===== src/rtl/tlwf_pkg.sv =====
package tlwf_pkg;

	localparam int unsigned WordW  = 64;
	localparam int unsigned HalfW  = 32;
	localparam int unsigned IndexW = 32;
	localparam int unsigned StepW  = 3;
	localparam int unsigned PhaseW = 3;

	localparam logic [WordW-1:0] SeedLow  = 64'h243f6a8885a308d3;
	localparam logic [WordW-1:0] SeedHigh = 64'h13198a2e03707344;
	localparam logic [WordW-1:0] Golden   = 64'h9e3779b97f4a7c15;
	localparam logic [WordW-1:0] SmMulA   = 64'hbf58476d1ce4e5b9;
	localparam logic [WordW-1:0] SmMulB   = 64'h94d049bb133111eb;
	localparam logic [WordW-1:0] LowMul   = 64'h9e3779b185ebca87;
	localparam logic [WordW-1:0] HiXor    = 64'hd6e8feb86659fd93;
	localparam logic [WordW-1:0] HiMulB   = 64'ha5a3564e27f8862f;
	localparam logic [WordW-1:0] LowFill  = 64'h6a09e667f3bcc909;
	localparam logic [WordW-1:0] HighFill = 64'hbb67ae8584caa73b;

	// multiplication steps of one word, in order
	localparam logic [StepW-1:0] StepGolden = 3'd0;
	localparam logic [StepW-1:0] StepSmA    = 3'd1;
	localparam logic [StepW-1:0] StepSmB    = 3'd2;
	localparam logic [StepW-1:0] StepLow    = 3'd3;
	localparam logic [StepW-1:0] StepHiA    = 3'd4;
	localparam logic [StepW-1:0] StepHiB    = 3'd5;
	localparam logic [StepW-1:0] StepHigh   = 3'd6;

	// phases of one 64-bit multiplication on the 32x32 unit
	localparam logic [PhaseW-1:0] PhLoLo  = 3'd0;
	localparam logic [PhaseW-1:0] PhHiLo  = 3'd1;
	localparam logic [PhaseW-1:0] PhLoHi  = 3'd2;
	localparam logic [PhaseW-1:0] PhSum   = 3'd3;
	localparam logic [PhaseW-1:0] PhPost  = 3'd4;

	typedef enum logic [2:0] {
		ST_IDLE = 3'b001,
		ST_RUN  = 3'b010,
		ST_DONE = 3'b100
	} state_t;

	function automatic logic [WordW-1:0] step_const(input logic [StepW-1:0] step);
		logic [WordW-1:0] k;
		case (step)
			StepGolden: k = Golden;
			StepSmA:    k = SmMulA;
			StepSmB:    k = SmMulB;
			StepLow:    k = LowMul;
			StepHiA:    k = HiXor;
			StepHiB:    k = HiMulB;
			StepHigh:   k = SmMulB;
			default:    k = '0;
		endcase
		return k;
	endfunction

	function automatic logic [WordW-1:0] rotl(input logic [WordW-1:0] x,
			input int unsigned r);
		return (x << r) | (x >> (WordW - r));
	endfunction

endpackage


===== src/rtl/two_lane_word_fingerprint.sv =====
// two-lane 128-bit fingerprint of a message fed one 64-bit word per request.
// each word is offset by the golden-ratio constant times (index + 1), run
// through a splitmix64 finaliser and folded into a low lane (xor, rotate 23,
// multiply) and a high lane (second mix added in, rotate 37, multiply). the
// request flagged by tlast also emits {high, low} on the master side, with a
// zero lane replaced by a fixed constant, and then reseeds both lanes and the
// index. the word index saturates at 0xffffffff until the message ends.
// datapath: every word costs seven 64-bit multiplications, each done as three
// 32x32 partial products on one shared multiplier, in phases (three products,
// a final sum, an operand update); after the last multiplication a word passes
// a finishing state and returns to idle, where the next request is accepted.
// s_axis_tready is low while a word is being worked on. a finished result
// sits in an output register; the next word is accepted while it waits, and
// only a following last word holds in its finishing state until it is taken.
module two_lane_word_fingerprint (
	input  logic         clk,
	input  logic         arst_n,
	input  logic         s_axis_tvalid,
	output logic         s_axis_tready,
	input  logic [63:0]  s_axis_tdata,  // [63:0] data_word
	input  logic         s_axis_tlast,  // last_word
	output logic         m_axis_tvalid,
	input  logic         m_axis_tready,
	output logic [127:0] m_axis_tdata   // [63:0] fingerprint_low, [127:64] fingerprint_high
);
	import tlwf_pkg::*;

	state_t              state_q;
	logic [StepW-1:0]    step_q;
	logic [PhaseW-1:0]   phase_q;
	logic [WordW-1:0]    low_q;
	logic [WordW-1:0]    high_q;
	logic [IndexW-1:0]   index_q;
	logic                out_valid_q;
	logic [2*WordW-1:0]  out_q;

	// datapath payload
	logic [WordW-1:0]    data_q;
	logic                last_q;
	logic [WordW-1:0]    a_q;     // multiplicand of the current step
	logic [WordW-1:0]    h_q;     // high-lane operand held across the low-lane step
	logic [WordW-1:0]    prod_q;  // registered 32x32 partial product
	logic [WordW-1:0]    acc_q;
	logic [WordW-1:0]    res_q;   // low 64 bits of the finished product

	logic [WordW-1:0]    k;
	logic [HalfW-1:0]    mul_a;
	logic [HalfW-1:0]    mul_b;
	logic [WordW-1:0]    mul_p;
	logic [WordW-1:0]    prod_sh;
	logic [WordW-1:0]    a_next;
	logic [WordW-1:0]    h_next;
	logic [WordW-1:0]    m0;
	logic [WordW-1:0]    m2;
	logic [WordW-1:0]    mh;
	logic [WordW-1:0]    first_a;
	logic                in_take;
	logic                out_take;
	logic                finish;

	assign in_take  = s_axis_tvalid && s_axis_tready;
	assign out_take = m_axis_tvalid && m_axis_tready;
	assign s_axis_tready = (state_q == ST_IDLE);
	assign m_axis_tvalid = out_valid_q;
	assign m_axis_tdata  = out_q;

	// a last word may only finish once the output register is free
	assign finish = (state_q == ST_DONE) && (!last_q || !out_valid_q || m_axis_tready);

	// index + 1 needs 33 bits once the index has saturated
	assign first_a = {{(WordW-IndexW-1){1'b0}}, {1'b0, index_q} + {{IndexW{1'b0}}, 1'b1}};

	// shared multiplier: lo*lo, hi*lo, lo*hi; the hi*hi term falls off the top
	assign k     = step_const(step_q);
	assign mul_a = (phase_q == PhHiLo) ? a_q[WordW-1:HalfW] : a_q[HalfW-1:0];
	assign mul_b = (phase_q == PhLoHi) ? k[WordW-1:HalfW] : k[HalfW-1:0];
	assign mul_p = {{HalfW{1'b0}}, mul_a} * {{HalfW{1'b0}}, mul_b};
	assign prod_sh = {prod_q[HalfW-1:0], {HalfW{1'b0}}};

	// operand for the next step, from the finished product
	always_comb begin
		m0     = data_q + res_q;
		m2     = res_q ^ (res_q >> 31);
		mh     = m2 ^ HiXor;
		h_next = h_q;
		case (step_q)
			StepGolden: a_next = m0 ^ (m0 >> 30);
			StepSmA:    a_next = res_q ^ (res_q >> 27);
			StepSmB: begin
				a_next = rotl(low_q ^ m2, 23);
				h_next = mh ^ (mh >> 32);
			end
			StepLow:    a_next = h_q;
			StepHiA:    a_next = res_q ^ (res_q >> 32);
			StepHiB:    a_next = rotl(high_q + (res_q ^ (res_q >> 32)), 37);
			default:    a_next = a_q;
		endcase
	end

	always_ff @(posedge clk or negedge arst_n) begin
		if (!arst_n) begin
			state_q     <= ST_IDLE;
			step_q      <= StepGolden;
			phase_q     <= PhLoLo;
			low_q       <= SeedLow;
			high_q      <= SeedHigh;
			index_q     <= '0;
			out_valid_q <= 1'b0;
		end else begin
			// a new result replaces one taken in the same cycle
			if (finish && last_q) begin
				out_valid_q <= 1'b1;
			end else if (out_take) begin
				out_valid_q <= 1'b0;
			end
			case (state_q)
				ST_IDLE: begin
					if (in_take) begin
						state_q <= ST_RUN;
						step_q  <= StepGolden;
						phase_q <= PhLoLo;
					end
				end
				ST_RUN: begin
					if (phase_q == PhPost) begin
						phase_q <= PhLoLo;
						if (step_q == StepLow) begin
							low_q <= res_q;
						end
						if (step_q == StepHigh) begin
							high_q  <= res_q;
							state_q <= ST_DONE;
						end else begin
							step_q <= step_q + 1'b1;
						end
					end else begin
						phase_q <= phase_q + 1'b1;
					end
				end
				ST_DONE: begin
					if (finish) begin
						state_q <= ST_IDLE;
						if (last_q) begin
							low_q       <= SeedLow;
							high_q      <= SeedHigh;
							index_q     <= '0;
						end else if (index_q != {IndexW{1'b1}}) begin
							index_q <= index_q + 1'b1;
						end
					end
				end
				default: begin
					state_q <= ST_IDLE;
				end
			endcase
		end
	end

	always_ff @(posedge clk) begin
		prod_q <= mul_p;
		if (in_take) begin
			data_q <= s_axis_tdata;
			last_q <= s_axis_tlast;
			a_q    <= first_a;
		end
		if (state_q == ST_RUN) begin
			case (phase_q)
				PhHiLo:  acc_q <= prod_q;
				PhLoHi:  acc_q <= acc_q + prod_sh;
				PhSum:   res_q <= acc_q + prod_sh;
				PhPost: begin
					a_q <= a_next;
					h_q <= h_next;
				end
				default: ;
			endcase
		end
		if (finish && last_q) begin
			out_q[WordW-1:0]       <= (low_q == '0) ? LowFill : low_q;
			out_q[2*WordW-1:WordW] <= (high_q == '0) ? HighFill : high_q;
		end
	end

	// phase counter never runs past the operand update
	a_phase_range: assert property (@(posedge clk) disable iff (!arst_n)
		phase_q <= PhPost)
		else $error("phase counter out of range");

	// an accepted word always starts the multiply sequence at its first step
	a_start: assert property (@(posedge clk) disable iff (!arst_n)
		in_take |=> (state_q == ST_RUN && step_q == StepGolden && phase_q == PhLoLo))
		else $error("word did not start at first step");

	// a result appears only from the finishing cycle of a last word
	a_result_src: assert property (@(posedge clk) disable iff (!arst_n)
		$rose(out_valid_q) |-> $past(state_q == ST_DONE && last_q))
		else $error("result raised outside a last word");

	// after a result is loaded the lanes are back at their seeds
	a_reseed: assert property (@(posedge clk) disable iff (!arst_n)
		(finish && last_q) |=> (low_q == SeedLow && high_q == SeedHigh && index_q == '0))
		else $error("lanes not reseeded after result");

endmodule


===== config.mk =====
export PLATFORM = sky130hd
export DESIGN_NAME = two_lane_word_fingerprint
export DESIGN_NICKNAME = d
export VERILOG_FILES = /design/src/rtl/tlwf_pkg.sv /design/src/rtl/two_lane_word_fingerprint.sv
export SDC_FILE = /design/constraint.sdc
export NUM_CORES = 2
export LEC_CHECK = 0
export BUFFER_PORTS_ARGS = -buffer_cell sky130_fd_sc_hd__buf_4
export CAP_MARGIN = 30
export CORE_MARGIN = 3
export CORE_UTILIZATION = 53
export CTS_CLUSTER_DIAMETER = 150
export DETAILED_ROUTE_END_ITERATION = 10
export HOLD_SLACK_MARGIN = 0.05
export PLACE_DENSITY = 0.78
export SLEW_MARGIN = 40
export SYNTH_ARGS = -nofsm -noshare
export SYNTH_HDL_FRONTEND = slang
export SYNTH_SLANG_ARGS = --single-unit

===== constraint.sdc =====
create_clock -name clk -period 24.1 [get_ports clk]
set_input_delay 1.205 -clock clk [delete_from_list [all_inputs] [get_ports clk]]
set_output_delay 1.205 -clock clk [all_outputs]
set_load 0.005 [all_outputs]

==> metrics <==
Tcrit/Tclk final=48.89%; Synth Area in Simple Gates=13.97%; cell count after placement=around 9200; CP startpoint kind=flop; final WL=281.8 mm; Setup Fix Bufs, Post-CTS=0; cts repair resizes=0; fmax=84.87 MHz; post-layout minimum cycle time=about 12 ns; most frequent cells in the layout=nand2_1, inv_1, fa_1; number of global-route vias before repair=roughly 58000; synthesis warning total=0; initial core utilization=between 50% and 60%; Hold/Removal Path Class=reg -> reg; WL/cell=just over 30 um; Core Footprint=130500 sq um; CP endpoint kind=flop; initial antenna violation count=14; CP max FO=47; register area=approximately 19000 sq um; critical path's slowest cell=a21boi_1; Main synth FF type=edfxtp_1; overall routing resource usage=41.21%; CP Class=reg -> reg; Num CTS Buffers=approximately 80; final setup fails=0; clk_skew=0.03416 ns; CP max stage delay=0.76 ns; sequential cell area fraction in the yosys report=about 27%; MaxCap Viol Count=0; pin count of the biggest net entering global routing=87; Clock H-tree levels=3; clock insertion delay at the later pin of the skew report=around 0.67 ns; syn_nets=8919; Ports=199; Synth Register Bits=683; slew margin rel.=between 30 and 40%; clock tree from TritonCTS=yes; CTS Root Cell=clkbuf_16; ys async rst share=24.89%; Syn Area/Cell=a little over 9 sq um; most common cell after layout, fill and taps aside=nand2_1; mapped cell area=70150 sq um; Worst Path Arrival=12.32 ns; gpl congestion=1.079; Post-synth EDFFs=449; grt ovf=0; drt pass-1 iters=10; Yosys cell types=77; Post-Syn Instances=7518; fin cells=9331; first-pass GRT wire length=405.6 mm; footprint of the multi-input gates=~46000 sq um; Reg2Reg Capture Point=prod_q[63]; Longest Clk Path Bufs=3; die width=369.8 um; P&R area growth vs syn=9.359%; most frequent cell on the critical path=fa_1; CP Data Required Time=~25 ns; mux share of post-synthesis cell area=0.6261%; Max Slew Vio Count=0; Sink Count=683; layout cell share with drive strength beyond 1=10.08%; drt initial violations=between 8000 and 9000; Reg2Reg Launch Point=step_q[2]; row cnt=about 130; drc violations=0; worst reg2reg path depth=31; routed vias=59130; dpl hpwl=213.8 mm; hold bufs inserted after CTS=0; RSZ-0062 raised after global routing=no; via/cell ratio=around 6.3; largest family of logic cells by synthesized area=adder cells; die area=136800 sq um; DP Area=74130 sq um; final hold violation count=0; ANT nets after route=0; setup tns final=0 ns; Synth Area in Adders=33.38%; status=finished clean; R2R Setup Slk=12.32 ns; crit path to=prod_q[63]; # port buffers=198; compound-gate portion of the synthesized area=11.44%; CP startpoint=step_q[2]; post-synthesis xor/xnor area fraction=5.806%; clock-pin slew on the worst setup and hold paths=0.06 ns; Die Y=~370 um; fin area=76710 sq um; number of fill cells=11130; actual slew at the worst max-slew pin=0.9749 ns; fin nets=8918
sequential cells by signal, indices dropped and copies added, names as in the netlist:
signal,cells
a_q,64
acc_q,64
data_q,64
h_q,64
high_q,64
index_q,32
last_q,1
low_q,64
m_axis_tdata,128
m_axis_tvalid,1
phase_q,3
prod_q,64
res_q,64
state_q,3
step_q,3
cell families after synthesis:
family	Yosys count
compound gates	1259
xor+xnor	465
fa+ha+maj	1332
buf+inv	1414
flops	683
mux	43
simple gates	2322
area by class of cell:
cell class | instances | area share, %
antenna | 8 | 0.02610
clock inverter | 35 | 0.3213
sequential | 683 | 24.88
clock buffer | 109 | 2.898
multi-input combinational | 5421 | 60.47
tap | 1742 | 2.841
inverter | 944 | 4.629
timing repair buffer | 389 | 3.937
routing by layer:
metal / vias up / routed length, um / global-route usage [%]
met5: - / 39 / 0
met2: 4373 / 114500 / 58.19
met3: 1063 / 41850 / 15.32
met1: 29170 / 102000 / 53.62
met4: 6 / 23390 / 25.56
li1: 24520 / - / -
stage by stage:
step / setup slack, ns / hold WS (ns) / util [%]
detailed placement: 12.52 / 0.4045 / 56.82
global route: 11.86 / 0.4228 / 58.78
CTS: 12.48 / 0.4039 / 58.71
global placement: 12.57 / 0.4001 / 56.57
finish: 12.32 / 0.4092 / 58.80
floorplan: 14.57 / 0.4003 / -
synthesized netlist by cell type (all sizes together) (50+ instances only):
library cell	instances	area, sq um
or2	82	513.0
nor2b	56	350.3
dfxtp	64	1281
dfrtp	117	2928
o21ai	312	1562
nand2	1029	3862
nor2	818	3070
nand4	54	337.8
fa	899	18000
xor2	183	1603
inv	943	3540
edfxtp	449	13480
xnor2	282	2470
clkbuf	445	1670
a21o	115	863.3
dfstp	53	1393
nand3	72	360.4
o21bai	50	375.4
ha	433	5418
a21oi	359	1800
how the worst min path moves through the flow:
| stage | startpoint | end | slack, ns | cells after the start |
|---|---|---|---|---|
| 2_1_floorplan | acc_q[0] | res_q[0] | 0.40 | 0 |
| 6_report | acc_q[24] | res_q[24] | 0.41 | 0 |
| 3_5_place_dp | acc_q[24] | res_q[24] | 0.40 | 0 |
| 4_1_cts | acc_q[16] | res_q[16] | 0.40 | 0 |
| 3_3_place_gp | acc_q[12] | res_q[12] | 0.40 | 0 |
| 5_1_grt | acc_q[28] | res_q[28] | 0.42 | 0 |
critical path, delay by kind of cell (launching register included):
| kind | cells | cell delay [ns] |
|---|---|---|
| adder cells (fa/ha/maj) | 10 | 5.05 |
| AO/OA/AOI/OAI | 11 | 4.36 |
| AND/OR/NAND/NOR | 4 | 1.00 |
| buffers and inverters | 5 | 0.70 |
| flip-flops | 1 | 0.36 |
| XOR/XNOR | 1 | 0.13 |
Power is not shown: default switching activity piles up to over one toggle a cycle in this logic, so the estimate is an artifact.
